**src/rtl/trc_pkg.sv**
```systemverilog
// Shared types, codes and widths for the timed relay pair block.
`timescale 1ns / 1ps
`default_nettype none

package trc_pkg;

    localparam int TIME_W     = 32;
    localparam int CFG_IDX_W  = 3;
    localparam int IN_BITS    = 1 + 2 * TIME_W;
    localparam int S_TDATA_W  = ((IN_BITS + 7) / 8) * 8;
    localparam int RES_BITS   = 7;
    localparam int M_TDATA_W  = ((RES_BITS + 7) / 8) * 8;
    localparam int S_TUSER_W  = 2;

    // Register indexes on the configuration port.
    localparam logic [CFG_IDX_W-1:0] REG_MIN_DURATION   = 3'd0;
    localparam logic [CFG_IDX_W-1:0] REG_PUMP_MAX       = 3'd1;
    localparam logic [CFG_IDX_W-1:0] REG_FAN_MAX        = 3'd2;
    localparam logic [CFG_IDX_W-1:0] REG_PUMP_COOLDOWN  = 3'd3;
    localparam logic [CFG_IDX_W-1:0] REG_RELAY_ACT_LOW  = 3'd4;

    localparam logic [TIME_W-1:0] MIN_DURATION_RST  = 32'd1000;
    localparam logic [TIME_W-1:0] PUMP_MAX_RST      = 32'd30000;
    localparam logic [TIME_W-1:0] FAN_MAX_RST       = 32'd600000;
    localparam logic [TIME_W-1:0] PUMP_COOLDOWN_RST = 32'd60000;

    typedef enum logic [1:0] {
        CMD_TICK     = 2'd0,
        CMD_PUMP     = 2'd1,
        CMD_FAN      = 2'd2,
        CMD_STOP_ALL = 2'd3
    } cmd_t;

    typedef enum logic [1:0] {
        STATUS_OK       = 2'd0,
        STATUS_RANGE    = 2'd1,
        STATUS_COOLDOWN = 2'd2
    } status_t;

    typedef struct packed {
        logic [TIME_W-1:0] min_duration;
        logic [TIME_W-1:0] pump_max;
        logic [TIME_W-1:0] fan_max;
        logic [TIME_W-1:0] pump_cooldown;
        logic              relay_active_low;
    } cfg_t;

    typedef struct packed {
        cmd_t              command;
        logic              turn_on;
        logic [TIME_W-1:0] duration_ms;
        logic [TIME_W-1:0] now_ms;
    } item_t;

    // Declared from the top bit down so that accepted lands in bit 0.
    typedef struct packed {
        logic    fan_pin;
        logic    pump_pin;
        logic    fan_running;
        logic    pump_running;
        status_t status;
        logic    accepted;
    } result_t;

endpackage

`default_nettype wire

```
**src/rtl/trc_cfg_regs.sv**
```systemverilog
// Configuration register file for the relay timing limits and pin polarity.
`timescale 1ns / 1ps
`default_nettype none

module trc_cfg_regs (
    input  wire logic                           aclk,
    input  wire logic                           aresetn,
    input  wire logic                           cfg_wr_en,
    input  wire logic [trc_pkg::CFG_IDX_W-1:0]  cfg_index,
    input  wire logic [trc_pkg::TIME_W-1:0]     cfg_wdata,
    output trc_pkg::cfg_t                       cfg
);
    import trc_pkg::*;

    cfg_t cfg_reg;
    cfg_t cfg_next;

    always_comb begin
        cfg_next = cfg_reg;
        if (cfg_wr_en) begin
            unique case (cfg_index)
                REG_MIN_DURATION:  cfg_next.min_duration     = cfg_wdata;
                REG_PUMP_MAX:      cfg_next.pump_max         = cfg_wdata;
                REG_FAN_MAX:       cfg_next.fan_max          = cfg_wdata;
                REG_PUMP_COOLDOWN: cfg_next.pump_cooldown    = cfg_wdata;
                REG_RELAY_ACT_LOW: cfg_next.relay_active_low = cfg_wdata[0];
                default:           cfg_next = cfg_reg;
            endcase
        end
    end

    always_ff @(posedge aclk) begin
        if (!aresetn) begin
            cfg_reg.min_duration     <= MIN_DURATION_RST;
            cfg_reg.pump_max         <= PUMP_MAX_RST;
            cfg_reg.fan_max          <= FAN_MAX_RST;
            cfg_reg.pump_cooldown    <= PUMP_COOLDOWN_RST;
            cfg_reg.relay_active_low <= 1'b1;
        end else begin
            cfg_reg <= cfg_next;
        end
    end

    assign cfg = cfg_reg;

endmodule

`default_nettype wire

```
**src/rtl/trc_core.sv**
```systemverilog
// Relay state registers and the per-request decision logic.
`timescale 1ns / 1ps
`default_nettype none

module trc_core (
    input  wire logic     aclk,
    input  wire logic     aresetn,
    input  wire logic     fire,
    input  wire trc_pkg::item_t item,
    input  wire trc_pkg::cfg_t  cfg,
    output trc_pkg::result_t result
);
    import trc_pkg::*;

    logic              pump_active_reg, pump_active_next;
    logic              fan_active_reg, fan_active_next;
    logic [TIME_W-1:0] pump_stop_reg, pump_stop_next;
    logic [TIME_W-1:0] fan_stop_reg, fan_stop_next;
    logic [TIME_W-1:0] last_start_reg, last_start_next;

    logic              pump_in_range;
    logic              fan_in_range;
    logic              cooldown_hit;
    logic              pump_expired;
    logic              fan_expired;
    logic [TIME_W-1:0] since_start;
    logic [TIME_W-1:0] fan_dur;
    logic              acc;
    status_t           st;

    assign pump_in_range = (item.duration_ms >= cfg.min_duration) &&
                           (item.duration_ms <= cfg.pump_max);
    assign fan_in_range  = (item.duration_ms >= cfg.min_duration) &&
                           (item.duration_ms <= cfg.fan_max);
    assign since_start   = item.now_ms - last_start_reg;
    // A start stamped at time zero never counts toward the cooldown.
    assign cooldown_hit  = (last_start_reg != '0) && (since_start < cfg.pump_cooldown);
    assign fan_dur       = (item.duration_ms == '0) ? cfg.fan_max : item.duration_ms;
    // An off time of zero means no timeout, so ticks leave that relay alone.
    assign pump_expired  = pump_active_reg && (pump_stop_reg != '0) &&
                           (item.now_ms >= pump_stop_reg);
    assign fan_expired   = fan_active_reg && (fan_stop_reg != '0) &&
                           (item.now_ms >= fan_stop_reg);

    always_comb begin
        pump_active_next = pump_active_reg;
        fan_active_next  = fan_active_reg;
        pump_stop_next   = pump_stop_reg;
        fan_stop_next    = fan_stop_reg;
        last_start_next  = last_start_reg;
        acc              = 1'b1;
        st               = STATUS_OK;
        unique case (item.command)
            CMD_TICK: begin
                acc = pump_expired || fan_expired;
                if (pump_expired) begin
                    pump_active_next = 1'b0;
                    pump_stop_next   = '0;
                end
                if (fan_expired) begin
                    fan_active_next = 1'b0;
                    fan_stop_next   = '0;
                end
            end
            CMD_PUMP: begin
                if (!item.turn_on) begin
                    pump_active_next = 1'b0;
                    pump_stop_next   = '0;
                end else if (!pump_in_range) begin
                    acc = 1'b0;
                    st  = STATUS_RANGE;
                end else if (cooldown_hit) begin
                    acc = 1'b0;
                    st  = STATUS_COOLDOWN;
                end else begin
                    pump_active_next = 1'b1;
                    pump_stop_next   = item.now_ms + item.duration_ms;
                    last_start_next  = item.now_ms;
                end
            end
            CMD_FAN: begin
                if (!item.turn_on) begin
                    fan_active_next = 1'b0;
                    fan_stop_next   = '0;
                end else if ((item.duration_ms != '0) && !fan_in_range) begin
                    acc = 1'b0;
                    st  = STATUS_RANGE;
                end else begin
                    fan_active_next = 1'b1;
                    fan_stop_next   = item.now_ms + fan_dur;
                end
            end
            CMD_STOP_ALL: begin
                pump_active_next = 1'b0;
                fan_active_next  = 1'b0;
                pump_stop_next   = '0;
                fan_stop_next    = '0;
            end
            default: begin
                acc = 1'b0;
            end
        endcase
    end

    always_comb begin
        result.accepted     = acc;
        result.status       = st;
        result.pump_running = pump_active_next;
        result.fan_running  = fan_active_next;
        result.pump_pin     = pump_active_next ^ cfg.relay_active_low;
        result.fan_pin      = fan_active_next ^ cfg.relay_active_low;
    end

    always_ff @(posedge aclk) begin
        if (!aresetn) begin
            pump_active_reg <= 1'b0;
            fan_active_reg  <= 1'b0;
            pump_stop_reg   <= '0;
            fan_stop_reg    <= '0;
            last_start_reg  <= '0;
        end else if (fire) begin
            pump_active_reg <= pump_active_next;
            fan_active_reg  <= fan_active_next;
            pump_stop_reg   <= pump_stop_next;
            fan_stop_reg    <= fan_stop_next;
            last_start_reg  <= last_start_next;
        end
    end

endmodule

`default_nettype wire

```
**src/rtl/timed_relay_pair_with_cooldown.sv**
```systemverilog
// Top level of the timed pump and fan relay controller with pump cooldown.
//
// Usage: each request on the slave stream carries a command in s_tuser
// (tick, pump, fan, stop all) and the on flag, duration and millisecond
// timestamp in s_tdata. Every request yields exactly one result on the
// master stream: accepted, status, the two logical relay states and the two
// relay pin levels after the polarity setting is applied.
// Limits and polarity are set through the plain write port (cfg_wr_en,
// cfg_index, cfg_wdata) while no request is in flight.
//
// A request is captured in the input register at the accepting edge, then
// evaluated by one subtract, two adds and a few compares against the relay
// state; the result enters the output register once that register is free
// or being emptied, and the relay state updates with it. Throughput is one
// request per cycle while the receiver does not stall; the state update closes
// in that one evaluation step, so the next request sees it without a bubble.
//
// Reset clears the relay states, off times and last start stamp, and loads
// the default limits. When the receiver stalls, the result holds in the
// output register, one more request may wait in the input register, and
// then s_tready drops until m_tready returns.
`timescale 1ns / 1ps
`default_nettype none

module timed_relay_pair_with_cooldown (
    input  wire logic                           aclk,
    input  wire logic                           aresetn,
    // Input request stream.
    input  wire logic                           s_tvalid,
    output logic                                s_tready,
    // s_tdata from bit 0 up: turn_on, duration_ms[31:0], now_ms[31:0], zero fill.
    input  wire logic [trc_pkg::S_TDATA_W-1:0]  s_tdata,
    // s_tuser from bit 0 up: command[1:0].
    input  wire logic [trc_pkg::S_TUSER_W-1:0]  s_tuser,
    // Result stream.
    output logic                                m_tvalid,
    input  wire logic                           m_tready,
    // m_tdata from bit 0 up: accepted, status[1:0], pump_running, fan_running,
    // pump_pin, fan_pin, zero fill.
    output logic [trc_pkg::M_TDATA_W-1:0]       m_tdata,
    // Configuration write port.
    input  wire logic                           cfg_wr_en,
    input  wire logic [trc_pkg::CFG_IDX_W-1:0]  cfg_index,
    input  wire logic [trc_pkg::TIME_W-1:0]     cfg_wdata
);
    import trc_pkg::*;

    cfg_t    cfg;
    item_t   item_reg;
    logic    in_valid_reg;
    logic    out_valid_reg;
    result_t result;
    result_t result_reg;
    logic    core_fire;
    logic    s_accept;

    trc_cfg_regs u_cfg (
        .aclk      (aclk),
        .aresetn   (aresetn),
        .cfg_wr_en (cfg_wr_en),
        .cfg_index (cfg_index),
        .cfg_wdata (cfg_wdata),
        .cfg       (cfg)
    );

    // The held request is evaluated as soon as the output register is free
    // or is being emptied in the same cycle.
    assign core_fire = in_valid_reg && (!out_valid_reg || m_tready);
    assign s_tready  = !in_valid_reg || core_fire;
    assign s_accept  = s_tvalid && s_tready;

    always_ff @(posedge aclk) begin
        if (!aresetn) begin
            in_valid_reg <= 1'b0;
        end else if (s_accept) begin
            in_valid_reg <= 1'b1;
        end else if (core_fire) begin
            in_valid_reg <= 1'b0;
        end
    end

    always_ff @(posedge aclk) begin
        if (s_accept) begin
            item_reg.command     <= cmd_t'(s_tuser[1:0]);
            item_reg.turn_on     <= s_tdata[0];
            item_reg.duration_ms <= s_tdata[TIME_W:1];
            item_reg.now_ms      <= s_tdata[2*TIME_W:TIME_W+1];
        end
    end

    trc_core u_core (
        .aclk    (aclk),
        .aresetn (aresetn),
        .fire    (core_fire),
        .item    (item_reg),
        .cfg     (cfg),
        .result  (result)
    );

    always_ff @(posedge aclk) begin
        if (!aresetn) begin
            out_valid_reg <= 1'b0;
        end else if (core_fire) begin
            out_valid_reg <= 1'b1;
        end else if (m_tready) begin
            out_valid_reg <= 1'b0;
        end
    end

    always_ff @(posedge aclk) begin
        if (core_fire) begin
            result_reg <= result;
        end
    end

    assign m_tvalid = out_valid_reg;
    assign m_tdata  = {{(M_TDATA_W - RES_BITS){1'b0}}, result_reg};

endmodule

`default_nettype wire

```
**config.mk**
```make
export PLATFORM = sky130hd
export DESIGN_NAME = timed_relay_pair_with_cooldown
export DESIGN_NICKNAME = d
export VERILOG_FILES = /design/src/rtl/trc_pkg.sv /design/src/rtl/trc_cfg_regs.sv /design/src/rtl/trc_core.sv /design/src/rtl/timed_relay_pair_with_cooldown.sv
export SDC_FILE = /design/constraint.sdc
export NUM_CORES = 1
export LEC_CHECK = 0
export BUFFER_PORTS_ARGS = -buffer_cell sky130_fd_sc_hd__buf_2
export CAP_MARGIN = 40
export CELL_PAD_IN_SITES_DETAIL_PLACEMENT = 0
export CELL_PAD_IN_SITES_GLOBAL_PLACEMENT = 1
export CORE_AREA = 2 2 211 213
export DETAILED_ROUTE_END_ITERATION = 12
export DIE_AREA = 0 0 213 215
export PLACE_DENSITY = 0.79
export SLEW_MARGIN = 20
export SYNTH_ARGS = -nofsm -noshare
export SYNTH_HDL_FRONTEND = slang
export SYNTH_SLANG_ARGS = --single-unit
```
**constraint.sdc**
```tcl
create_clock -name aclk -period 7.5 [get_ports aclk]
set_clock_uncertainty 0.1 [all_clocks]
set_input_delay 0.375 -clock aclk [delete_from_list [all_inputs] [get_ports aclk]]
set_output_delay 0.375 -clock aclk [all_outputs]
set_load 0.02 [all_outputs]
```
Yosys cells after proc, flatten, opt, wreduce, memory -nomap -nowiden
Cells that the tools add are included.
{ "totals": {"reg_bits": 303, "in_bits": 114, "out_inout_bits": 10} }
{ "classes": {"addsub": 3, "order_cmp": 6, "n_eq_ne": 12, "mux": 35, "n_bitwise": 3, "n_reduce_logical": 35} }
{ "ops": {"columns": ["operator", "n"], "rows": [
  ["$mux W32", 8],
  ["$pmux W32 S3", 2],
  ["$reduce_bool A32 Y1", 4],
  ["$ge A32 B32 Y1", 3],
  ["$add A32 B32 Y32", 2],
  ["$le A32 B32 Y1", 2],
  ["$logic_not A32 Y1", 1],
  ["$lt A32 B32 Y1", 1],
  ["$sub A32 B32 Y32", 1],
  ["$mux W1", 17],
  ["$logic_and A1 B1 Y1", 10],
  ["$reduce_and A2 Y1", 5],
  ["$reduce_and A5 Y1", 2],
  ["$pmux W1 S3", 3],
  ["$mux W2", 4],
  ["$eq A3 B2 Y1 const B", 2],
  ["$ne A3 B3 Y1 const B", 2],
  ["$reduce_bool A3 Y1", 2],
  ["$eq A2 B2 Y1 const B", 2],
  ["$ne A2 B1 Y1 const B", 2],
  ["$pmux W2 S2", 1],
  ["$reduce_and A4 Y1", 1],
  ["$reduce_bool A2 Y1", 2],
  ["$eq A3 B1 Y1 const B", 1],
  ["other kinds (9)", 14]
]} }

Depth between registers and ports, before layout
Gate-level depths: netlist (run 1).
{ "logic_depth": {"ltp_word": 8, "ltp_mapped": 28, "mapped_depth_nobuf": 25} }

Cells and area by module
From an unflattened synthesis (run 1), not the netlist that was laid out.
{ "hier_totals": {"hier_cells": 2401, "area_unflattened_um2": 21086.5} }
{ "modules_own_cells": {"columns": ["mod", "n_inst", "cells_per_inst", "area_per_inst_um2", "seq_area_each_um2"], "rows": [
  ["trc_core", 1, 1840, 13800.7, 1961.9],
  ["trc_cfg_regs", 1, 476, 4948.5, 2582.5],
  ["timed_relay_pair_with_cooldown", 1, 85, 2337.2, 2262.2]
]} }

Least setup slack after synthesis (run 1)
OpenSTA, ideal clock, no wires.
{ "synth_path": {"path_kind": "reg2reg", "startpoint": "reg item_reg[0] in the netlist's numbering", "endpoint": "reg u_core.pump_stop_reg[15]", "setup_time_ps": 128, "arrival_time_ps": 5263, "required_time_ps": 7272, "setup_slack_ps": 2009, "stages_incl_launch_ff": 29, "n_path_buf": 4, "period_less_slack_ps": 5491, "cell_sequence": "edfxtp_1 inv_1 ha_1 inv_1 fa_1 a21oi_1 nor2_1 o21ai_0 a2111oi_0 o2111ai_1 a211oi_1 or4_1 a31o_2 a21oi_1 xnor2_1 ha_1 nand4_1 nor2_1 nand3_1 a211oi_1 nor3_1 or4_1 buf_2 a21bo_1 buf_6 buf_6 buf_2 a21oi_1 nor2_1"} }
{ "synth_between": {"elab_chain_cells": 5} }
{ "synth_rtl": {"columns": ["item", "line", "source"], "rows": [
  ["from (decl)", "timed_relay_pair_with_cooldown.sv:49", "item_t item_reg;"],
  ["$sub A32 B32 Y32 / $add A32 B32 Y32 (equally long branches)", "trc_core.sv:35, trc_core.sv:77", null],
  ["$lt A32 B32 Y1 / $mux W32 (equally long branches)", "trc_core.sv:37, trc_core.sv:72", null],
  ["$logic_and A1 B1 Y1 / $mux W32 (equally long branches)", "trc_core.sv:37, trc_core.sv:69", null],
  ["$ne A3 B3 Y1 (no source line) / $mux W32 (equally long branches)", null, null],
  ["$reduce_and A5 Y1 (no source line) / $pmux W32 S3 (equally long branches)", null, null],
  ["to (signal assigned)", "trc_core.sv:124", "pump_stop_reg <= pump_stop_next;"],
  ["to (decl)", "trc_core.sv:17", "logic [TIME_W-1:0] pump_stop_reg, pump_stop_next;"]
]} }
Several ways; a longest one is shown, not always the timed one. The select of a mux whose other input is x is not followed.
A chain may end at the register's enable or synchronous reset.

Worst setup path after layout (run 1)
{ "layout_path": {"startpoint": "reg item_reg[0] in the netlist's numbering", "endpoint": "reg u_core.pump_stop_reg[29]"} }
The elaborated chain is that of the path after synthesis.

==> qor.csv, run 1 <==
metric,value,unit
vias,18300,
avgViaCountPerCell,5.53,
io_pins,124,
synth-edff-count,74,
fmax,144,MHz
fill_cells,4115,
cts_buffers,39,
grt_pass1_wl,96200,um
outcome,finished clean,
start_util,46.3,%
yosysSeqAreaShare,33.7,%
antenna_found_initial,0,
syn_nets,2870,
clk_latency,0.57,ns
clock_sinks,303,
fin_crit,6.93,ns
worstHoldPathType,input port to register,
die_w,213,um
hold_end,u_cfg.cfg[31],
leakagePower,9.65,nW
swShare,28.7,%
slew_viol_final,0,
finalWirelength,61800,um
synth-async-reset-ratio,0,%
drive_above_1_share,9.14,%
grt_max_degree,99,
worst-r2r-cell-count,26,
clk_pin_slew,0.06,ns
postRouteAntennaNets,0,
htree_levels,2,
rows,77,
r2r-end,u_core.pump_stop_reg[29],
cts_tree,yes,
holdPathStages,3,
multi_input_area,0.0121,sq mm
crit_path_end_kind,register,
drt_iter0_markers,1102,
drc,0,
num_antenna_cells,0,
drv_cap,0,
peakVddDrop,0.000160,V
critical_path_required,7.87,ns
regArea,0.00681,sq mm
cts.path.max_buffers,3,
nNetsFinal,3086,
power.density,188,mW/mm^2
dr.pass1.iters,7,
final_cell_area,0.0239,sq mm
fin_crit_sh,92.4,%
ys_seq_elements,303,
grt_pass1_vias,17900,
p_int,3.20,mW
synthDistinctLibCells,73,
combPwrFrac,18.3,%
rsz0062_at_grt,false,
ys.flop_type,dfxtp_1,
arrival,7.30,ns
p_sw,1.29,mW
fin_setup_tns,0,ns
placed_area,0.0216,sq mm
dieArea,0.0458,sq mm
setup-violations-final,0,
r2r-start,item_reg[0],
port_buffers,115,
gp_congestion,0.911,
track_usage,27.0,%
largest_reg_flops,129,
area.growth.synth_to_final,18.3,%
postSynthAreaPerCell,8.19,sq um
tightest_slew,0.925,ns
clkPwrFrac,42.0,%
synthCells,2465,
cp-start-kind,register,
drt-wirelength-per-cell,18.7,um
yosysWarnings,0,
hold_slack,0.0336,ns
maxSlewHeadroom,37.8,%
cp_max_fo,29,
cts-root-buf,clkbuf_16,
r2r_setup_slack,0.57,ns
dp_hpwl,46600,um
hold_viol,0,
syn_area,0.0202,sq mm
post_cts_buffers,0,
core-area,0.0436,sq mm
hp-start,cfg_wdata[30],
worstSetupPathType,register to register,
die_h,215,um
grt_overflow,0,
seqPwrFrac,39.8,%
final cells by class:
| cell class | instances | area share, % |
|---|---|---|
| multi-input combinational | 1824 | 50.7 |
| sequential | 303 | 28.5 |
| clock buffer | 53 | 4.57 |
| inverter | 253 | 4.00 |
| timing repair buffer | 260 | 8.38 |
| tap | 592 | 3.10 |
| clock inverter | 19 | 0.781 |
worst max path at each step:
| stage | from | to | slack (ns) |
|---|---|---|---|
| 2_1_floorplan | item_reg[0] | u_core.pump_stop_reg[15] | 2.01 |
| 3_3_place_gp | item_reg[0] | u_core.pump_stop_reg[0] | 0.71 |
| 3_5_place_dp | item_reg[0] | u_core.pump_stop_reg[25] | 0.61 |
| 4_1_cts | item_reg[0] | u_core.pump_stop_reg[29] | 0.57 |
| 5_1_grt | item_reg[0] | u_core.pump_stop_reg[23] | 0.09 |
| 6_report | item_reg[0] | u_core.pump_stop_reg[29] | 0.57 |
power groups by stage:
stage	registers, mW	logic, mW	clock network (mW)
floorplan	1.79	0.535	0
global route	1.79	0.918	1.98
finish	1.78	0.819	1.88
CTS	1.78	0.814	1.92
global placement	1.82	0.743	0
detailed placement	1.82	0.771	0
Yosys cell counts, types with 8 or more instances:
master | number | area share [%]
and4_1 | 12 | 0.52
nor2b_1 | 13 | 0.40
nand3_1 | 55 | 1.4
clkbuf_1 | 66 | 1.2
dfxtp_1 | 229 | 23
nand2b_1 | 8 | 0.25
nand2_1 | 338 | 6.3
buf_2 | 12 | 0.30
a21oi_1 | 321 | 8.0
or3_1 | 14 | 0.43
ha_1 | 288 | 18
edfxtp_1 | 74 | 11
nor2_1 | 160 | 3.0
nor3_1 | 43 | 1.1
xor2_1 | 42 | 1.8
a21o_1 | 89 | 3.3
nand4_1 | 36 | 1.1
a211oi_1 | 22 | 0.82
or2_2 | 11 | 0.34
xnor2_1 | 44 | 1.9
nor4_1 | 43 | 1.3
o211ai_1 | 38 | 1.4
inv_1 | 253 | 4.7
a221oi_1 | 9 | 0.39
o21ai_0 | 97 | 2.4
o21a_1 | 19 | 0.71
cells by family after synthesis:
| family | share of synthesized area, % |
|---|---|
| fa+ha+maj | 18.1 |
| other cells | 0.0186 |
| mux | 0.403 |
| simple gates | 17.4 |
| xor+xnor | 3.73 |
| flops | 33.7 |
| compound gates | 20.1 |
| buf+inv | 6.45 |
per-stage QoR:
stage / instances / setup slack, ns / utilization [%] / power [mW]
2_1_floorplan: 2465 / 2.01 / - / 2.33
3_3_place_gp: 3125 / 0.711 / 49.2 / 2.56
3_5_place_dp: 3135 / 0.611 / 49.5 / 2.59
4_1_cts: 3303 / 0.573 / 54.7 / 4.51
5_1_grt: 3304 / 0.0906 / 54.7 / 4.69
6_report: 3304 / 0.567 / 54.7 / 4.49
cell usage in the layout (no fill, tap or decap), drive strengths merged, types with 36 or more instances in the layout:
cell type / netlist / layout
o21ai: 100 / 100
xor2: 42 / 42
a21o: 89 / 89
edfxtp: 74 / 74
ha: 288 / 288
nand2: 338 / 338
dlygate4sd3: 0 / 96
o211ai: 38 / 38
a21oi: 321 / 321
inv: 253 / 254
nor2: 160 / 160
xnor2: 44 / 44
nor3: 45 / 45
nand3: 55 / 55
nand4: 36 / 36
clkbuf: 66 / 53
nor4: 44 / 44
dfxtp: 229 / 229
buf: 19 / 164
repair_timing:
action / 4_1_cts / 5_1_grt
gates resized for setup: 0 / 0
endpoints found under the hold margin: 162 / 0
hold buffers: 96 / 0
worst max-delay path, stage by stage (launching register included):
cell and delay, ns:
edfxtp_1 0.45, inv_1 0.17, ha_1 0.21, inv_1 0.06
fa_1 0.39, a21oi_1 0.21, nor2_1 0.10, o21ai_0 0.29
a2111oi_0 0.16, buf_1 0.16, o2111ai_1 0.38, a211oi_1 0.18
or4_1 0.53, a31o_2 0.25, a21oi_1 0.18, xnor2_1 0.09
ha_1 0.28, nand4_1 0.21, nor2_1 0.21, nand3_1 0.09
a211oi_1 0.20, nor3_1 0.15, or4_1 0.61, a21bo_2 0.43
buf_16 0.25, or3_1 0.35, a21oi_1 0.14
layer usage:
metal,vias up,global-route usage [%],part of all wire [%]
li1,9146,-,-
met1,8609,36.6,47
met2,435,44.8,46
met3,86,3.16,4.6
met4,0,8.37,2.6
met5,-,0,0
(Power assumes the default switching activity.)
==> run 2: changes to the inputs <==
- BUFFER_PORTS_ARGS: -buffer_cell sky130_fd_sc_hd__buf_2 -> -buffer_cell sky130_fd_sc_hd__buf_4
- CTS_BUF_LIST: unset -> sky130_fd_sc_hd__clkbuf_16
==> run 2 against run 1 <==
  * Maximum frequency is 0.46% lower
  * Cell area is 1.6% higher
  * Clock power rose by 5%
  * Power grew 2.5%
  * Critical path type unchanged
  * Critical endpoint is now u_core.pump_stop_reg[28]
  * Largest power group unchanged
==> qor.csv, run 2 (synthesis gave the netlist of run 1 again) <==
metric,value,unit,change
area.growth.synth_to_final,20.2,%,was 18.3%
htree_levels,2,,unchanged
die_w,213,um,unchanged
antenna_found_initial,0,,unchanged
largest_reg_flops,129,,unchanged
final_cell_area,0.0243,sq mm,was 0.0239 sq mm
rsz0062_at_grt,false,,unchanged
outcome,finished clean,,unchanged
track_usage,26.9,%,was 27.0%
cp_max_fo,32,,was 29
vias,18300,,about the same
r2r_setup_slack,0.53,ns,was 0.57 ns
power.density,190,mW/mm^2,was 188 mW/mm^2
nNetsFinal,3088,,was 3086
drv_cap,0,,unchanged
fill_cells,3991,,was 4115
cts-root-buf,clkbuf_16,,unchanged
die_h,215,um,unchanged
leakagePower,9.84,nW,was 9.65 nW
drive_above_1_share,9.06,%,was 9.14%
avgViaCountPerCell,5.53,,about the same
fin_crit,6.97,ns,was 6.93 ns
drt-wirelength-per-cell,18.6,um,was 18.7 um
finalWirelength,61500,um,was 61800 um
post_cts_buffers,0,,unchanged
dp_hpwl,46600,um,about the same
drc,0,,unchanged
tightest_slew,0.874,ns,was 0.925 ns
multi_input_area,0.0121,sq mm,unchanged
worstHoldPathType,input port to register,,unchanged
peakVddDrop,0.000141,V,was 0.000160 V
setup-violations-final,0,,unchanged
grt_pass1_vias,17800,,was 17900
fmax,144,MHz,about the same
clk_pin_slew,0.06,ns,about the same
gp_congestion,0.926,,was 0.911
final_cell_mix,"nand2_1 (338), a21oi_1 (321), ha_1 (288), inv_1 (263), dfxtp_1 (229)",,"was nand2_1 (338), a21oi_1 (321), ha_1 (288), inv_1 (252), dfxtp_1 (229)"
placed_area,0.0219,sq mm,was 0.0216 sq mm
grt_pass1_wl,95000,um,was 96200 um
crit_path_end_kind,register,,unchanged
cts.path.max_buffers,3,,unchanged
arrival,7.36,ns,was 7.30 ns
critical_path_required,7.90,ns,was 7.87 ns
cts_tree,yes,,unchanged
layout_commonest_cell,nand2_1,,unchanged
dieArea,0.0458,sq mm,unchanged
clock_sinks,303,,unchanged
hold_viol,0,,unchanged
port_buffers,115,,unchanged
rows,77,,unchanged
regArea,0.00681,sq mm,unchanged
postRouteAntennaNets,0,,unchanged
dr.pass1.iters,5,,was 7
slew_viol_final,0,,unchanged
core-area,0.0436,sq mm,unchanged
grt_max_degree,76,,was 99
io_pins,124,,unchanged
start_util,46.3,%,unchanged
cts_buffers,39,,unchanged
grt_overflow,0,,unchanged
num_antenna_cells,0,,unchanged
fin_crit_sh,92.9,%,was 92.4%
p_total,4.60,mW,was 4.49 mW
drt_iter0_markers,1128,,was 1102
clk_latency,0.58,ns,was 0.57 ns
worstSetupPathType,register to register,,unchanged
fin_setup_tns,0,ns,unchanged
cp-start-kind,register,,unchanged
maxSlewHeadroom,41.0,%,was 37.8%
## run 2: what timing repair did
action / 4_1_cts / 5_1_grt
resized for setup: 0 / 0
hold endpoints to repair: 197 / 0
hold buffers: 100 / 0
## run 2: metrics by stage
stage | util (%) | setup WS (ns) | hold WS [ns] | instances
2_1_floorplan | - | 2.01 | 0.336 | 2465
3_3_place_gp | 49.8 | 0.702 | 0.343 | 3123
3_5_place_dp | 50.1 | 0.629 | 0.347 | 3132
4_1_cts | 55.5 | 0.610 | 0.00618 | 3304
5_1_grt | 55.6 | 0.113 | 0.0874 | 3306
6_report | 55.6 | 0.535 | 0.0323 | 3306
## run 2: critical path, stage by stage, from the launching register on
cell and delay (ns):
edfxtp_1 0.45, inv_1 0.17, ha_1 0.20, inv_1 0.06
fa_1 0.40, a21oi_1 0.21, nor2_1 0.10, o21ai_0 0.28
a2111oi_0 0.16, buf_1 0.16, o2111ai_1 0.33, a211oi_1 0.16
or4_1 0.54, a31o_2 0.26, a21oi_1 0.16, xnor2_1 0.10
ha_1 0.29, nand4_1 0.18, nor2_1 0.19, nand3_1 0.10
a211oi_1 0.19, nor3_1 0.14, or4_1 0.71, a21bo_2 0.48
buf_16 0.26, or3_1 0.37, a21oi_1 0.14
## run 2: path summary, 6_finish.rpt
check / start / endpoint / cells past startpoint
min: m_tready / m_tvalid / 4
max reg2reg: item_reg[0] / u_core.pump_stop_reg[28] / 26
min reg2reg: u_cfg.cfg[28] / u_cfg.cfg[28] / 2
max: item_reg[0] / u_core.pump_stop_reg[28] / 26
## run 2: cell type report
cell class	count	area share (%)
flip-flops and latches	303	28.1
multi-input cells	1824	49.9
repair buffers	262	9.59
inverters	253	3.94
clock buffers	40	4.13
well taps	592	3.05
clock inverters	32	1.39
## run 2: metal layers
layer,wire length (um),GRT usage (%)
met1,28500,36.2
met2,27700,43.3
met3,3110,3.81
met4,2260,10.7
met5,0,0
## run 2: report_power, final
group / total [mW] / internal [mW] / switching [mW] / leakage [nW]
Clock: 1.98 / 1.21 / 0.767 / 0.696
Sequential: 1.78 / 1.72 / 0.0626 / 2.57
Combinational: 0.837 / 0.368 / 0.469 / 6.57
Total: 4.60 / 3.30 / 1.30 / 9.84
==> run 3: changes to the inputs <==
- CORE_AREA: 2 2 211 213 -> 2 2 213 215
- DIE_AREA: 0 0 213 215 -> 0 0 215 217
- PLACE_DENSITY: 0.79 -> 0.8
- SYNTH_HIERARCHICAL: unset -> 1
==> run 3 against run 2 <==
  * Routed wire length is 2.4% higher
  * Power is 1.6% lower
  * Utilization is 0.42 points lower
  * Worst setup slack better by 0.16 ns
  * Hold slack is essentially flat
  * Synthesized cell count fell by 2.6%
  * Critical path type unchanged
  * Critical endpoint is now u_core/pump_stop_reg[0]
  * Largest cell class unchanged
  * Highest routed layer unchanged
==> qor.csv, run 3 <==
metric,value,unit,change
largest_reg_flops,129,,unchanged
fin_crit,6.81,ns,was 6.97 ns
post_cts_buffers,0,,unchanged
synthCells,2401,,was 2465
antenna_found_initial,0,,unchanged
met1_usage,33.4,%,was 36.2%
crit_path_end_kind,register,,unchanged
synth_largest_area_cell,dfxtp_1,,unchanged
slew_viol_final,0,,unchanged
synth_most_common_cell,ha_1,,was nand2_1
critical_path_required,7.89,ns,was 7.90 ns
vias,18200,,was 18300
outcome,finished clean,,unchanged
tightest_slew,0.993,ns,was 0.874 ns
syn_area,0.0211,sq mm,was 0.0202 sq mm
drv_cap,0,,unchanged
dp_hpwl,46800,um,was 46600 um
nNetsFinal,2987,,was 3088
hold_viol,0,,unchanged
synthDistinctLibCells,83,,was 73
grt_pass1_wl,98500,um,was 95000 um
cts_tree,yes,,unchanged
synth_top_area_share,21.7,%,was 22.7%
clk_pin_slew,0.06,ns,about the same
fin_crit_sh,90.8,%,was 92.9%
ys.flop_type,dfxtp_1,,unchanged
rsz0062_at_grt,false,,unchanged
worstSetupPathType,register to register,,unchanged
avgViaCountPerCell,5.67,,was 5.53
busiest_layer,met2,,unchanged
layout_commonest_cell,ha_1,,was nand2_1
io_pins,124,,unchanged
start_util,47.2,%,was 46.3%
post-place-ws,0.908,ns,was 0.629 ns
fin_setup_tns,0,ns,unchanged
gr-usage-met3,3.56,%,was 3.81%
drt-wirelength-per-cell,19.6,um,was 18.6 um
grt_max_degree,94,,was 76
final_cell_area,0.0247,sq mm,was 0.0243 sq mm
placed_area,0.0225,sq mm,was 0.0219 sq mm
hold_slack,0.0319,ns,was 0.0323 ns
seqPwrFrac,39.7,%,was 38.8%
clk_latency,0.56,ns,was 0.58 ns
rows,78,,was 77
grt_overflow,0,,unchanged
clock_sinks,303,,unchanged
synth-edff-count,74,,unchanged
timing.final.ws_setup,0.692,ns,was 0.535 ns
final_cell_mix,"ha_1 (289), inv_1 (257), nand2_1 (249), dfxtp_1 (229), a21oi_1 (177)",,"was nand2_1 (338), a21oi_1 (321), ha_1 (288), inv_1 (263), dfxtp_1 (229)"
peakVddDrop,0.000134,V,was 0.000141 V
combPwrFrac,18.8,%,was 18.2%
drive_above_1_share,8.77,%,was 9.06%
drc,0,,unchanged
cts.path.max_buffers,3,,unchanged
synth-async-reset-ratio,0,%,unchanged
htree_levels,2,,unchanged
yosysSeqAreaShare,32.3,%,was 33.7%
synth_common_cells,"ha_1 (289), nand2_1 (249), inv_1 (248)",,"was nand2_1 (338), a21oi_1 (321), ha_1 (288)"
dieArea,0.0467,sq mm,was 0.0458 sq mm
core-area,0.0447,sq mm,was 0.0436 sq mm
leakagePower,10.5,nW,was 9.84 nW
grt_util_met2,47.0,%,was 43.3%
track_usage,26.9,%,about the same
worstHoldPathType,input port to register,,unchanged
fmax,147,MHz,was 144 MHz
area.growth.synth_to_final,17.0,%,was 20.2%
die_w,215,um,was 213 um
ys_seq_elements,303,,unchanged
dr.pass1.iters,9,,was 5
clkPwrFrac,41.5,%,was 43.0%
cts_buffers,39,,unchanged
setup-violations-final,0,,unchanged
cts-root-buf,clkbuf_16,,unchanged
synthTopCellsByArea,"dfxtp_1 (22%), ha_1 (17%), edfxtp_1 (11%)",,"was dfxtp_1 (23%), ha_1 (18%), edfxtp_1 (11%)"
syn_nets,2807,,was 2870
arrival,7.20,ns,was 7.36 ns
yosysWarnings,6,,was 0
die_h,217,um,was 215 um
power.density,183,mW/mm^2,was 190 mW/mm^2
drt_iter0_markers,1266,,was 1128
gp_congestion,0.920,,was 0.926
postSynthAreaPerCell,8.78,sq um,was 8.19 sq um
cp_max_fo,20,,was 32
p_sw,1.30,mW,about the same
grt_pass1_vias,18000,,was 17800
maxSlewHeadroom,33.2,%,was 41.0%
postRouteAntennaNets,0,,unchanged
swShare,28.8,%,was 28.2%
p_int,3.22,mW,was 3.30 mW
cp-start-kind,register,,unchanged
port_buffers,115,,unchanged
finalWirelength,63000,um,was 61500 um
==> run 3: cell types whose count changed after synthesis, sizes merged, moves of 39 or more <==
| cell | before | now |
|---|---|---|
| a21oi | 321 | 182 |
| mux2i | 7 | 131 |
| nand2 | 338 | 249 |
| nor2 | 160 | 74 |
| nor2b | 13 | 64 |
| nand4 | 36 | 75 |
==> run 3: kinds of logic after synthesis <==
group / share of synthesized area [%]
other cells: 0.0178
simple gates: 15.9
xor+xnor: 3.20
mux: 6.27
compound gates: 18.4
fa+ha+maj: 17.4
buf+inv: 6.56
flops: 32.3
==> run 3: what timing repair did <==
item                                   in CTS  in global routing
endpoints found under the hold margin      82                  0
hold buffers                               82                  0
resized for setup                           0                  0
==> run 3: worst max-delay path, stage by stage (launching register included) <==
cell	delay, ns
edfxtp_1	0.42
inv_1	0.19
ha_1	0.20
inv_1	0.05
fa_1	0.42
a211oi_1	0.24
nor2_1	0.13
o211ai_1	0.29
a21oi_1	0.21
o41ai_2	0.46
a21oi_1	0.13
o22a_1	0.23
a211o_1	0.28
a21oi_1	0.18
xnor2_1	0.09
ha_1	0.29
nand4_1	0.10
nor2_1	0.18
nand4_1	0.14
or3_1	0.42
a2111oi_0	0.44
nor3_1	0.24
nor3_2	0.63
buf_4	0.38
nand4_1	0.14
a21oi_1	0.15
==> run 3: power by group through the flow <==
| stage | combinational (mW) | clock [mW] | sequential [mW] |
|---|---|---|---|
| after CTS | 0.839 | 1.91 | 1.80 |
| after global placement | 0.774 | 0 | 1.83 |
| after global routing | 0.945 | 1.97 | 1.80 |
| after detailed placement | 0.797 | 0 | 1.83 |
| after floorplan | 0.574 | 0 | 1.80 |
| final | 0.851 | 1.88 | 1.80 |
==> run 3: layer usage <==
layer	vias up	part of all wire [%]
met3	136	5.2
li1	8981	-
met4	0	4.1
met1	8651	43
met2	457	48
met5	-	0
==> run 3: area by class of cell <==
type                       instances  area, sq um
tap                              600          751
inverter                         248          931
clock buffer                      41         1030
sequential                       303         6810
fill                            4153        20000
clock inverter                    30          234
timing repair buffer             228         1980
multi-input combinational       1761        12900
antenna                            1         2.50
==> run 3: final timing paths <==
| kind | start | end | slack [ns] | cells past startpoint |
|---|---|---|---|---|
| worst max register to register | item_reg[0] | u_core/pump_stop_reg[0] | 0.69 | 25 |
| worst max-delay path | item_reg[0] | u_core/pump_stop_reg[0] | 0.69 | 25 |
| worst min register to register | u_cfg/cfg[121] | u_cfg/cfg[121] | 0.35 | 2 |
| worst min-delay path | cfg_wdata[10] | u_cfg/cfg[11] | 0.03 | 3 |
==> run 3: metrics by stage <==
stage	power [mW]	std cells	util (%)
final	4.52	3212	55.2
after global routing	4.72	3211	55.2
after CTS	4.55	3207	55.1
after detailed placement	2.63	3054	50.4
after global placement	2.61	3048	50.2
after floorplan	2.37	2401	-
